--- src/hdl/huffman_bit_pack_encoder_macros.svh ---
// Assertion helpers used by the encoder RTL; clocked on clk, quiet while rst_n is low.
`ifndef HUFFMAN_BIT_PACK_ENCODER_MACROS_SVH
`define HUFFMAN_BIT_PACK_ENCODER_MACROS_SVH

// Same-cycle implication.
`define HBP_ASSERT_NOW(label, cond, check, msg) \
    label: assert property (@(posedge clk) disable iff (!rst_n) (cond) |-> (check)) \
        else $error(msg);

// Implication checked in the next cycle.
`define HBP_ASSERT_NEXT(label, cond, check, msg) \
    label: assert property (@(posedge clk) disable iff (!rst_n) (cond) |=> (check)) \
        else $error(msg);

`endif

--- src/hdl/hbp_ram.sv ---
module hbp_ram #(
    parameter int WIDTH = 8,
    parameter int DEPTH = 16
) (
    input  logic                     clk,
    input  logic                     we,
    input  logic [$clog2(DEPTH)-1:0] waddr,
    input  logic [WIDTH-1:0]         wdata,
    input  logic                     re,
    input  logic [$clog2(DEPTH)-1:0] raddr,
    output logic [WIDTH-1:0]         rdata
);

    logic [WIDTH-1:0] mem [DEPTH];
    logic [WIDTH-1:0] rdata_reg;

    always_ff @(posedge clk)
    begin
        if (we)
        begin
            mem[waddr] <= wdata;
        end
        if (re)
        begin
            rdata_reg <= mem[raddr];
        end
    end

    assign rdata = rdata_reg;

endmodule

--- config.mk ---
export PLATFORM = sky130hd
export DESIGN_NAME = hbp_ram
export DESIGN_NICKNAME = d
export VERILOG_FILES = /design/src/hdl/huffman_bit_pack_encoder_macros.svh /design/src/hdl/hbp_ram.sv
export SDC_FILE = /design/constraint.sdc
export NUM_CORES = 1
export LEC_CHECK = 0
export ABC_AREA = 1
export BUFFER_PORTS_ARGS = -buffer_cell sky130_fd_sc_hd__buf_4
export CAP_MARGIN = 20
export CORE_AREA = 2 2 98 100
export CTS_CLUSTER_DIAMETER = 50
export DETAILED_ROUTE_END_ITERATION = 7
export DIE_AREA = 0 0 100 102
export PLACE_DENSITY = 0.83
export SKIP_LAST_GASP = 1
export SYNTH_ARGS = -nofsm -noshare
export SYNTH_HDL_FRONTEND = slang
export SYNTH_SLANG_ARGS = --single-unit
export TNS_END_PERCENT = 20
--- constraint.sdc ---
create_clock -name clk -period 4.61 [get_ports clk]
set_clock_uncertainty 0.2 [all_clocks]
set_input_delay 1.383 -clock clk [delete_from_list [all_inputs] [get_ports clk]]
set_output_delay 1.383 -clock clk [all_outputs]
set_load 0.01 [all_outputs]
==> reports/metrics.cfg <==
[outcome]
status=complete, no violations

[synthesis]
ys_seq_elements=136
netlist_area_um2=5850
synthMuxAreaShare=0
yosys.area_share.simple=0.208
synth_compound_area_frac=0
synth_adder_area_share=0
synth_cell_type_count=11
synth_top_family_by_area=simple AND/OR/NAND/NOR gates
ys.warnings.count=0
synth.avg_cell_area_um2=10.6
synthCells=551
syn_nets=570
yosysSeqAreaShare=0.698
synth_xor_area_frac=0

[clock_network]
insertion_delay_ns=0.52
cts_max_path_buffers=2
cts.sinks=136
cts_resized=0
cts_tree=done
postCtsSetupBuffers=0
holdBufCountCts=0
htreeDepth=4
cts_root_buffer=clkbuf_8
numCtsBuffers=17
clk_pin_slew_ns=0.06

[timing]
max_freq_mhz=318
fin_crit_ns=3.15
min_period_over_period=0.683
drv_slew=0
hold_viol_final=0
finalSetupViolCount=0
slew_headroom=0.294
worstMarginPinSlew_ns=1.06
rsz0062_at_grt=no
setup_tns_ns=0

[critical_path]
required_ns=4.68
worst-path-max-fanout=65
cp_data_arrival_time_ns=3.22
endpoint_kind=flip-flop
critical_path_class=input port to flip-flop
critPathLaunchType=input port

[drt]
routed_wl_um=13200
drt_iter0_drc=422
vias=4027
drt-pass1-iter-count=6
drt-vias-per-instance=5.80
ant_nets=0
wire_per_inst_um=19.0
drc_errors=0

[finish]
largest_reg_flops=128
area_growth_pct=13.8
fillerInstances=560
layout_common_cells=nand2_1, edfxtp_1, inv_1
n_antenna_cell=0
fin_area_um2=6660
nets=591
final_common_cell=nand2_1
drive_gt1_frac=0.0978

[place]
port_buffers=26
post-dp-hpwl_um=7530
placed_cell_area_um2=6010
gp_congestion=0.926

[power_and_ir_drop]
netSwitchingFraction=0.204
p_int_w=0.00242
pwr_density_cell_nw_per_um2=458
p_sw_w=0.000623
p_leak_nw=2.86
peakVddDrop_v=0.000396
pwr-share-comb=0.056
pwr-share-clk=0.484
p_seq_frac=0.460

[global_route]
overflow=0
grt_max_degree=66
grt_pass1_wl_um=20700
grt_antenna_before_repair=0
grt_pass1_vias=3983
grt_usage=0.280

[floorplanning]
die_w_um=100
core_area_um2=9110
initial_core_util=0.642
io-pin-count=27
dieArea_um2=10200
die_y_um=102
num_rows=35

[min_path]
hold_class=flip-flop to flip-flop

[flow_run]
max-cap-violations=0

layer usage:
| metal | vias up | wire, um | global-route usage |
|---|---|---|---|
| li1 | 1819 | - | - |
| met2 | 286 | 6500 | 0.464 |
| met3 | 50 | 1340 | 0.0650 |
| met5 | - | 0 | 0 |
| met4 | 0 | 537 | 0.134 |
| met1 | 1872 | 4830 | 0.355 |
final timing paths:
check                                from        to  slack (ns)  depth (start not counted)
worst max-delay path             raddr[0]  rdata[3]        1.46                          8
worst min-delay path            mem[2][2]  rdata[2]        0.56                          6
worst max register to register  mem[6][3]  rdata[3]        3.12                          6
worst min register to register  mem[2][2]  rdata[2]        0.56                          6
power by group through the flow:
stage	sequential (W)	clock, W	combinational (W)
floorplan	0.00143	0	0.0000977
global placement	0.00143	0	0.000157
detailed placement	0.00143	0	0.000163
CTS	0.00140	0.00147	0.000168
global route	0.00140	0.00153	0.000186
finish	0.00140	0.00147	0.000170
layout make-up:
class / instances / area, um^2 / area share
Multi-Input combinational cell: 289 / 1210 / 0.182
Sequential cell: 136 / 4080 / 0.614
Clock inverter: 13 / 228 / 0.0342
Timing Repair Buffer: 26 / 195 / 0.0293
Clock buffer: 17 / 414 / 0.0622
Tap cell: 111 / 139 / 0.0209
Inverter: 102 / 383 / 0.0575
synthesized netlist by cell type, drive strengths merged:
cell / instances / area, um^2
inv: 102 / 383
nand3b: 2 / 15.0
nand3: 97 / 485
nor2: 17 / 63.8
nand2: 173 / 649
buf: 24 / 166
edfxtp: 136 / 4080
kinds of logic (layout without fill, tap and decap cells):
| group | after synthesis | in the layout |
|---|---|---|
| buf+inv | 126 | 158 |
| flops | 136 | 136 |
| simple gates | 289 | 289 |
per-stage QoR:
stage / instances / total power (W) / hold slack [ns] / utilization / setup slack [ns]
final: 694 / 0.00305 / 0.561 / 0.731 / 1.46
after floorplan: 551 / 0.00153 / 0.483 / - / 2.08
after detailed placement: 664 / 0.00159 / 0.549 / 0.660 / 0.998
after CTS: 694 / 0.00304 / 0.564 / 0.731 / 1.53
after global placement: 664 / 0.00158 / 0.530 / 0.660 / 1.09
after global routing: 694 / 0.00312 / 0.636 / 0.731 / 1.33
critical path: stages:
cell and delay (ns):
buf_4 0.51, inv_2 0.59, nand2_1 0.23, nand2_1 0.08, nand2_1 0.07, nand3_1 0.11, nand3_1 0.12, nand2_1 0.07
(Power assumes the default switching activity.)
