<file path="src/hdl/huffman_bit_pack_encoder_macros.svh">
// Assertion helpers used by the encoder RTL; clocked on clk, quiet while rst_n is low.
`ifndef HUFFMAN_BIT_PACK_ENCODER_MACROS_SVH
`define HUFFMAN_BIT_PACK_ENCODER_MACROS_SVH

// Same-cycle implication.
`define HBP_ASSERT_NOW(label, cond, check, msg) \
    label: assert property (@(posedge clk) disable iff (!rst_n) (cond) |-> (check)) \
        else $error(msg);

// Implication checked in the next cycle.
`define HBP_ASSERT_NEXT(label, cond, check, msg) \
    label: assert property (@(posedge clk) disable iff (!rst_n) (cond) |=> (check)) \
        else $error(msg);

`endif

</file>
<file path="src/hdl/hbp_pkg.sv">
package hbp_pkg;

    localparam int MAX_CODE_LEN = 32;
    localparam int SYMBOL_COUNT = 256;

    localparam int SYM_W     = 8;
    localparam int WORD_W    = 32;
    localparam int LEN_W     = 6;
    localparam int BYTE_W    = 8;
    localparam int PEND_W    = 7;
    localparam int PCNT_W    = 3;
    localparam int CNT_W     = 3;
    localparam int MAX_BYTES = 4;

    localparam int CODE_LIM = (MAX_CODE_LEN < WORD_W) ? MAX_CODE_LEN : WORD_W;
    localparam int TABLE_AW = (SYMBOL_COUNT > 1) ? $clog2(SYMBOL_COUNT) : 1;
    localparam int ENTRY_W  = LEN_W + WORD_W;
    localparam int ACC_W    = PEND_W + WORD_W;

    typedef enum logic [1:0] {
        MODE_LOAD   = 2'd0,
        MODE_ENCODE = 2'd1,
        MODE_FLUSH  = 2'd2
    } mode_t;

    typedef logic [MAX_BYTES-1:0][BYTE_W-1:0] byte_vec_t;

    // Outcome of one item at the packing stage.
    typedef struct packed {
        logic [CNT_W-1:0]  count;
        byte_vec_t         bytes;
        logic              upd;
        logic [PEND_W-1:0] pend;
        logic [PCNT_W-1:0] pcnt;
    } pack_res_t;

endpackage

</file>
<file path="src/hdl/hbp_pack.sv">
module hbp_pack (
    input  logic [1:0]                  mode,
    input  logic [hbp_pkg::LEN_W-1:0]   len,
    input  logic [hbp_pkg::WORD_W-1:0]  word,
    input  logic [hbp_pkg::PEND_W-1:0]  pend,
    input  logic [hbp_pkg::PCNT_W-1:0]  pcnt,
    output hbp_pkg::pack_res_t          res
);

    import hbp_pkg::*;

    logic [ACC_W-1:0]  acc;
    logic [ACC_W:0]    left;
    logic [LEN_W-1:0]  total;
    logic [2:0]        rem;
    logic [BYTE_W-1:0] flush_byte;

    always_comb
    begin
        // Append the code after the pending bits, then left-justify so bytes
        // sit at fixed slices.
        acc        = (ACC_W'(pend) << len) | ACC_W'(word);
        total      = LEN_W'(pcnt) + len;
        rem        = total[2:0];
        left       = {1'b0, acc} << (LEN_W'(ACC_W + 1) - total);
        flush_byte = BYTE_W'({1'b0, pend}) << (4'(BYTE_W) - 4'(pcnt));

        res = '0;
        case (mode)
            MODE_ENCODE:
            begin
                if (len != '0)
                begin
                    res.upd   = 1'b1;
                    res.count = CNT_W'(total >> 3);
                    for (int i = 0; i < MAX_BYTES; i++)
                    begin
                        res.bytes[i] = left[ACC_W - BYTE_W*i -: BYTE_W];
                    end
                    res.pend = acc[PEND_W-1:0] & PEND_W'((8'd1 << rem) - 8'd1);
                    res.pcnt = rem;
                end
            end
            MODE_FLUSH:
            begin
                if (pcnt != '0)
                begin
                    res.upd      = 1'b1;
                    res.count    = CNT_W'(1);
                    res.bytes[0] = flush_byte;
                end
            end
            default:
            begin
                res = '0;
            end
        endcase
    end

endmodule

</file>
<file path="config.mk">
export PLATFORM = sky130hd
export DESIGN_NAME = hbp_pack
export DESIGN_NICKNAME = d
export VERILOG_FILES = /design/src/hdl/huffman_bit_pack_encoder_macros.svh /design/src/hdl/hbp_pkg.sv /design/src/hdl/hbp_pack.sv
export SDC_FILE = /design/constraint.sdc
export NUM_CORES = 1
export LEC_CHECK = 0
export ABC_CLOCK_PERIOD_IN_PS = 8500
export BUFFER_PORTS_ARGS = -buffer_cell sky130_fd_sc_hd__buf_2
export CORE_MARGIN = 2
export CORE_UTILIZATION = 30
export DETAILED_ROUTE_END_ITERATION = 8
export PLACE_DENSITY = 0.46
export SETUP_SLACK_MARGIN = 0.15
export SLEW_MARGIN = 10
export SYNTH_ARGS = -nofsm -noshare
export SYNTH_HDL_FRONTEND = slang
export SYNTH_SLANG_ARGS = --single-unit
</file>
<file path="constraint.sdc">
create_clock -name vclk -period 8.5
set_input_delay 0.425 -clock vclk [all_inputs]
set_output_delay 0.425 -clock vclk [all_outputs]
set_load 0.05 [all_outputs]
</file>
==> results.yml, run 1 <==
hold_path:
  min_to: "res[6]"
  holdPathStages: 4
  hp-start: "word[3]"
  hp-class: "in -> out"
timing:
  tns_ns: 0
  finalSetupViolations: 0
  fmax_mhz: 178.6
  slew_violations: 0
  post-route-min-period_ns: 5.600
  maxSlewHeadroom: 0.2294
  tightest_slew_ns: 1.153
  hold_viol: 0
  finalCritPeriodShare: 0.6589
  rsz0062_at_grt: "no"
clock_network:
  hold_buffers: 0
  cts_resized: 0
  cts_setup_buffers: 0
place:
  portBuffers: 96
  dp_hpwl_um: 17520
  place.gp.congestion: 0.9479
floorplan:
  initial_utilization: 0.3077
  ios: 96
  die_w_um: 131.9
  die-area_um2: 17390
  die_y_um: 131.9
  core_area_um2: 15940
  rows: 46
synth:
  ys_seq_area_frac: 0
  yosysUniqueCellTypes: 91
  syn_area_um2: 4906
  synth_cells: 718
  yosysWarnings: 0
  syn_area_per_cell_um2: 6.833
  syn_nets: 783
run:
  maxCapViolCount: 0
layout:
  drive_gt1_frac: 0.2294
  syn_to_final_growth_pct: 10.79
  design.seq.count: 0
  seqCellArea_um2: 0
  antenna_cells: 0
  nNetsFinal: 821
  fin_util: 0.3409
  nClkBuffers: 0
setup_path:
  startpoint: "len[0]"
  path_max_fanout: 58
  cp_data_required_time_ns: 8.08
  worstSetupPathType: "in -> out"
  cp-start-kind: "input pin"
  worst_setup_path_end_kind: "output port"
  cp.arrival_ns: 5.18
drt:
  drcViolationCount: 0
  firstDrtPassIters: 6
  totalWireLength_um: 22550
  via_per_inst: 6.395
  vias: 6203
  wl_per_cell_um: 23.24
  drtIter0Drc: 939
  ant_nets: 0
pwr:
  ir_drop_mv: 0.06489
  power.density_nw_per_um2: 147.9
  leakage_nw: 2.180
global_route:
  grt_usage: 0.2437
  grt_pass1_vias: 5737
  grt_pass1_wl_um: 34340
  grt_max_degree: 59
  antenna_found_initial: 0
  globalRouteOverflowTotal: 0
outcome:
  outcome: "completed"
==> report_power, final <==
part           total (W)  switching, W  internal, W
Sequential             0             0            0
Clock                  0             0            0
Combinational   0.000804      0.000538     0.000266
==> how the worst max path moves through the flow <==
| stage | cells past startpoint | to |
|---|---|---|
| 6_report | 15 | res[11] |
| 5_1_grt | 15 | res[11] |
| 4_1_cts | 15 | res[11] |
| 3_5_place_dp | 15 | res[11] |
| 3_3_place_gp | 15 | res[11] |
| 2_1_floorplan | 16 | res[30] |
==> cells in the mapped netlist (6+ instances only) <==
master / number / area, µm²
a221oi_1: 9 / 78.83
nand2b_1: 9 / 56.30
a31oi_1: 18 / 112.6
mux2i_1: 52 / 520.5
nor2_1: 77 / 289.0
o31ai_1: 13 / 97.59
o211ai_1: 8 / 60.06
clkbuf_1: 55 / 206.5
a21oi_1: 41 / 205.2
and3_1: 6 / 37.54
ha_1: 14 / 175.2
mux4_2: 13 / 292.8
nand4_1: 6 / 37.54
o22ai_1: 9 / 56.30
inv_1: 17 / 63.81
nor3_1: 24 / 120.1
nand2_1: 58 / 217.7
mux2_2: 24 / 270.3
a211oi_1: 21 / 157.7
o21ai_0: 28 / 140.1
nand3b_1: 7 / 52.55
a32oi_1: 13 / 113.9
a311oi_1: 6 / 52.55
o221ai_1: 7 / 61.31
nand3_1: 31 / 155.2
==> critical path, cell delays in order <==
cell and delay (ns):
buf_2 0.44, ha_2 0.27, buf_4 0.53, inv_1 0.13, ha_1 0.30, ha_1 0.32
buf_4 0.46, inv_2 0.41, nand2_1 0.25, a21oi_1 0.07, nor4_1 0.60, o221ai_1 0.34
a21oi_1 0.21, o211ai_1 0.11, buf_2 0.27
==> cells by family (layout without fill, tap and decap cells) <==
kind of cell | after synthesis | in the layout | share of synthesized area
AOI/OAI and AO/OA | 247 | 247 | 0.3647
xor gates and xnor gates | 8 | 8 | 0.01709
adders and majority gates | 15 | 15 | 0.03979
buffers and inverters | 91 | 127 | 0.07932
muxes | 93 | 93 | 0.2326
and+or+nand+nor | 264 | 264 | 0.2665
==> per-stage QoR <==
stage / worst slack (ns) / power, W / hold WS, ns / area [µm²] / instances
3_5_place_dp: 3.062 / 0.0007817 / 1.486 / 5435 / 970
2_1_floorplan: 2.695 / 0.0005799 / 1.163 / 4906 / 718
4_1_cts: 3.048 / 0.0007842 / 1.492 / 5435 / 970
5_1_grt: 2.705 / 0.0008573 / 1.532 / 5435 / 970
3_3_place_gp: 3.108 / 0.0007831 / 1.484 / 5435 / 970
6_report: 2.900 / 0.0008036 / 1.499 / 5435 / 970
==> final cells by class <==
class	count	area, µm²
repair buffers	107	563.0
multi-input cells	627	4527
well taps	216	270.3
fillers	1774	10510
inverters	20	75.07
==> layout by cell type, fill, tap and decap left out, types with 8 or more instances in the layout <==
cell,n
mux4_2,13
a211oi_1,21
nor2_1,77
a32oi_1,13
ha_1,13
a21oi_1,41
o211ai_1,8
o22ai_1,9
nor3_1,24
nand2b_1,9
inv_1,17
buf_2,96
mux2i_1,52
a31oi_1,18
buf_4,11
o31ai_1,13
o21ai_0,28
nand2_1,58
nand3_1,31
mux2_2,24
a221oi_1,9
==> routing by layer <==
layer,track usage,wire [µm]
met1,0.3329,9868
met2,0.4083,10430
met3,0.03729,1737
met4,0.04529,512
met5,0,0
Power figures use the tool's default switching activity.
==> inputs of run 2 (changes only) <==
- ABC_CLOCK_PERIOD_IN_PS: 8500 -> 4500
- PLACE_DENSITY: 0.46 -> 0.47
- clock period: 8.5 -> 4.5 ns (I/O delays scaled with it)
==> run 2 against run 1 <==
First-iteration DRC count down 24%. Global-route usage up 1.0 points. Critical endpoint is now res[15]. Critical path depth stayed put. Die area unchanged. Non-clock buffer count increased by 20.
==> results.yml, run 2 (synthesis gave the netlist of run 1 again) <==
outcome:
  outcome: "completed"
layout:
  postLayoutCellArea_um2: 5824
  antenna_cells: 0
  final_common_cell: "buf_2"
  instances_no_fill: 990
  syn_to_final_growth_pct: 18.72
  layout_common_cells: "buf_2 (94), nor2_1 (75), nand2_1 (58), mux2i_1 (52), a21oi_1 (37)"
  nNetsFinal: 841
  nClkBuffers: 0
  drive_gt1_frac: 0.2868
  seqCellArea_um2: 0
  design.seq.count: 0
run:
  maxCapViolCount: 0
timing:
  tightest_slew_ns: 1.010
  tns_ns: 0
  hold_viol: 0
  slew_violations: 0
  finalCritPeriodShare: 0.9309
  finalSetupViolations: 0
  rsz0062_at_grt: "yes"
  setup_slack_ns: 0.3110
  maxSlewHeadroom: 0.3095
  fmax_mhz: 238.7
  post-route-min-period_ns: 4.189
  whs_ns: 1.045
clock_network:
  hold_buffers: 0
drt:
  wl_met1_um: 10380
  firstDrtPassIters: 5
  wl_per_cell_um: 23.32
  totalWireLength_um: 23090
  drcViolationCount: 0
  wl_met2_um: 10780
  wl_met3_um: 1550
  ant_nets: 0
  via_per_inst: 6.390
  vias: 6326
  dr.max_layer_used: "met4"
  drtIter0Drc: 717
floorplan:
  core_area_um2: 15940
  initial_utilization: 0.3077
  die_w_um: 131.9
  rows: 46
  die_y_um: 131.9
  ios: 96
  die-area_um2: 17390
setup_path:
  critical_path.max_stage_delay_ns: 0.58
  path_max_fanout: 22
  cp.arrival_ns: 3.96
  cp_slowest_cell: "fa_1"
  crit_chain: "buf_2 -> ha_2 -> fa_1 -> inv_1 -> ha_2 -> or4_1 -> o31ai_1 -> nor4_1 -> buf_4 -> nor2_2 -> buf_4 -> nand3_1 -> a31o_2 -> a211oi_4 -> buf_2"
  cp_data_required_time_ns: 4.28
  worst_setup_path_end_kind: "output port"
  cp-start-kind: "input pin"
  worstSetupPathType: "in -> out"
global_route:
  grt_pass1_vias: 6050
  grt_usage: 0.2540
  grt_max_degree: 54
  antenna_found_initial: 0
  globalRouteOverflowTotal: 0
  grt_pass1_wl_um: 35800
hold_path:
  hp-class: "in -> out"
place:
  placed_area_um2: 5796
  dp_cells: 990
  place.gp.congestion: 0.9454
  portBuffers: 96
  post-place-ws_ns: 0.1694
  dp_hpwl_um: 18460
pwr:
  ir_drop_mv: 0.09423
  leakage_nw: 2.310
  power.density_nw_per_um2: 288.6
[run 2: cell types whose count changed in the layout (fill, tap and decap cells not counted), sizes merged]
cell      delta
buf         +20
clkinv       -1
clkinvlp     +1
[run 2: report_power, final]
| part | total (W) | internal (W) | leakage [nW] | switching, W |
|---|---|---|---|---|
| Combinational | 0.00168 | 0.000568 | 2.31 | 0.00111 |
| Sequential | 0 | 0 | 0 | 0 |
| Clock | 0 | 0 | 0 | 0 |
[run 2: worst paths after layout]
kind / startpoint / to / slack, ns / cells past startpoint
worst max-delay path: pcnt[0] / res[15] / 0.31 / 15
worst min-delay path: word[2] / res[5] / 1.05 / 4
[run 2: layer usage]
| layer | global-route usage | up-vias |
|---|---|---|
| li1 | - | 2928 |
| met1 | 0.3628 | 3059 |
| met2 | 0.4343 | 315 |
| met3 | 0.01038 | 24 |
| met4 | 0.03261 | 0 |
| met5 | 0 | - |
[run 2: layout make-up]
type,count,area (µm²)
multi-input combinational,627,4741
tap,216,270.3
fill,1678,10120
timing repair buffer,127,734.5
inverter,20,78.83
[run 2: stage by stage]
step / utilization / power, W
after global placement: 0.3635 / 0.001636
after CTS: 0.3635 / 0.001642
after floorplan: - / 0.001172
after global routing: 0.3653 / 0.001789
after detailed placement: 0.3635 / 0.001634
final: 0.3653 / 0.001681
[run 2: timing repair]
item                       4_1_cts  5_1_grt
buffers inserted                 0        0
setup endpoints to repair        0       25
gates resized for setup          0       13
[run 2: critical path: cells and delay by family]
kind | cells | cell delay (ns)
compound gates | 3 | 0.60
simple gates | 4 | 1.00
fa+ha+maj | 3 | 1.05
buf+inv | 5 | 1.08
==> inputs of run 3 (changes only) <==
- ABC_CLOCK_PERIOD_IN_PS: 4500 -> 4300
- CAP_MARGIN: not set -> 20
- CORE_UTILIZATION: 30 -> 40
- PLACE_DENSITY: 0.47 -> 0.58
- clock period: 4.5 -> 4.3 ns (I/O delays scaled with it)
==> run 3 against run 2 <==
Via count is 0.85% lower. Largest cell class unchanged. Non-clock buffer count increased by 4. First-iteration DRC count increased by 6.0%. Count of clock-buffer cells in the layout unchanged. Highest routed layer unchanged. Worst setup slack worse by 0.085 ns. Die area shrank 24%. Power grew 2.4%. Cell count shrank 6.6%. Cell area down 1.0%.
==> results.yml, run 3 (synthesis gave the netlist of run 1 again) <==
outcome:
  outcome: "completed"
timing:
  finalSetupViolations: 0
  rsz0062_at_grt: "yes"
  post-route-min-period_ns: 4.074
  tns_ns: 0
  slew_violations: 0
  tightest_slew_ns: 0.7923
  hold_viol: 0
  finalCritPeriodShare: 0.9474
  maxSlewHeadroom: 0.4705
  fmax_mhz: 245.5
global_route:
  grt_pass1_wl_um: 32540
  grt_usage: 0.3109
  grt_max_degree: 55
  grt_pass1_vias: 5804
  globalRouteOverflowTotal: 0
  antenna_found_initial: 0
drt:
  firstDrtPassIters: 6
  ant_nets: 0
  totalWireLength_um: 21130
  via_per_inst: 6.781
  drtIter0Drc: 760
  drcViolationCount: 0
  vias: 6272
  wl_per_cell_um: 22.84
pwr:
  ir_drop_mv: 0.1024
  power.density_nw_per_um2: 298.5
  power_w: 0.001721
  leakage_nw: 2.332
layout:
  drive_gt1_frac: 0.2879
  nNetsFinal: 845
  seqCellArea_um2: 0
  syn_to_final_growth_pct: 17.52
  layout_common_cells: "buf_2 (93), nor2_1 (75), nand2_1 (58), mux2i_1 (52), a21oi_1 (37)"
  design.seq.count: 0
  nClkBuffers: 0
  final_common_cell: "buf_2"
  antenna_cells: 0
setup_path:
  cp-start-kind: "input pin"
  cp.arrival_ns: 3.86
  cp_slowest_cell: "or4_1"
  crit_chain: "buf_2 -> ha_2 -> fa_1 -> inv_1 -> ha_1 -> or4_1 -> o31ai_1 -> nor4_1 -> or2_1 -> or4_1 -> a31o_1 -> a311oi_4 -> buf_2"
  worst_setup_path_end_kind: "output port"
  critPathTopFamily: "simple AND/OR/NAND/NOR gates"
  path_buf_inv: 3
  path_max_fanout: 8
  cp_data_required_time_ns: 4.09
  critical_path.max_stage_delay_ns: 0.55
  worstSetupPathType: "in -> out"
floorplan:
  initial_utilization: 0.4084
  die_w_um: 114.7
  core_area_um2: 12010
  rows: 40
  ios: 96
  die-area_um2: 13170
  die_y_um: 114.7
run:
  maxCapViolCount: 0
place:
  place.gp.congestion: 0.9730
  dp_hpwl_um: 17010
  portBuffers: 96
clock_network:
  cts_setup_buffers: 0
hold_path:
  hp-class: "in -> out"
-- run 3: changes by cell type in the layout (fill, tap and decap cells not counted), sizes merged --
| cell | delta |
|---|---|
| clkinv | +1 |
| clkinvlp | -1 |
| buf | +1 |
| clkbuf | +3 |
-- run 3: through the flow --
stage	setup slack [ns]	util	cell area, µm²	hold WS [ns]	std cells
2_1_floorplan	0.1759	-	5120	0.7427	718
3_3_place_gp	0.2584	0.4777	5738	1.014	925
3_5_place_dp	0.1095	0.4777	5738	1.012	925
4_1_cts	0.1984	0.4778	5739	1.017	925
5_1_grt	0.04552	0.4800	5766	1.067	925
6_report	0.2262	0.4800	5766	1.060	925
-- run 3: worst min-delay path: stages --
cell	delay [ns]
buf_2	0.13
a21oi_1	0.21
nor3_1	0.09
buf_2	0.20
-- run 3: layer usage --
layer / track usage / share of wire
met1: 0.4276 / 0.42
met2: 0.5144 / 0.45
met3: 0.03110 / 0.089
met4: 0.09799 / 0.037
met5: 0 / 0
-- run 3: power by group --
| part | internal [W] | leakage [nW] | total, W | switching, W |
|---|---|---|---|---|
| clock | 0 | 0 | 0 | 0 |
| sequential | 0 | 0 | 0 | 0 |
| combinational | 0.000590 | 2.33 | 0.00172 | 0.00113 |
-- run 3: path summary, 6_finish.rpt --
check	from	endpoint	slack [ns]	cells after the start
max	len[0]	res[13]	0.23	13
min	word[2]	res[5]	1.06	4
-- run 3: repair_timing --
item / in CTS / in global routing
resized for setup: 1 / 8
endpoints found under the setup margin: 1 / 14
hold buffers: 0 / 0
-- run 3: layout make-up --
class / instances / area (µm²)
Multi-Input combinational cell: 627 / 4743
Inverter: 20 / 75.07
Fill cell: 1279 / 6246
Timing Repair Buffer: 131 / 763.2
Tap cell: 147 / 183.9
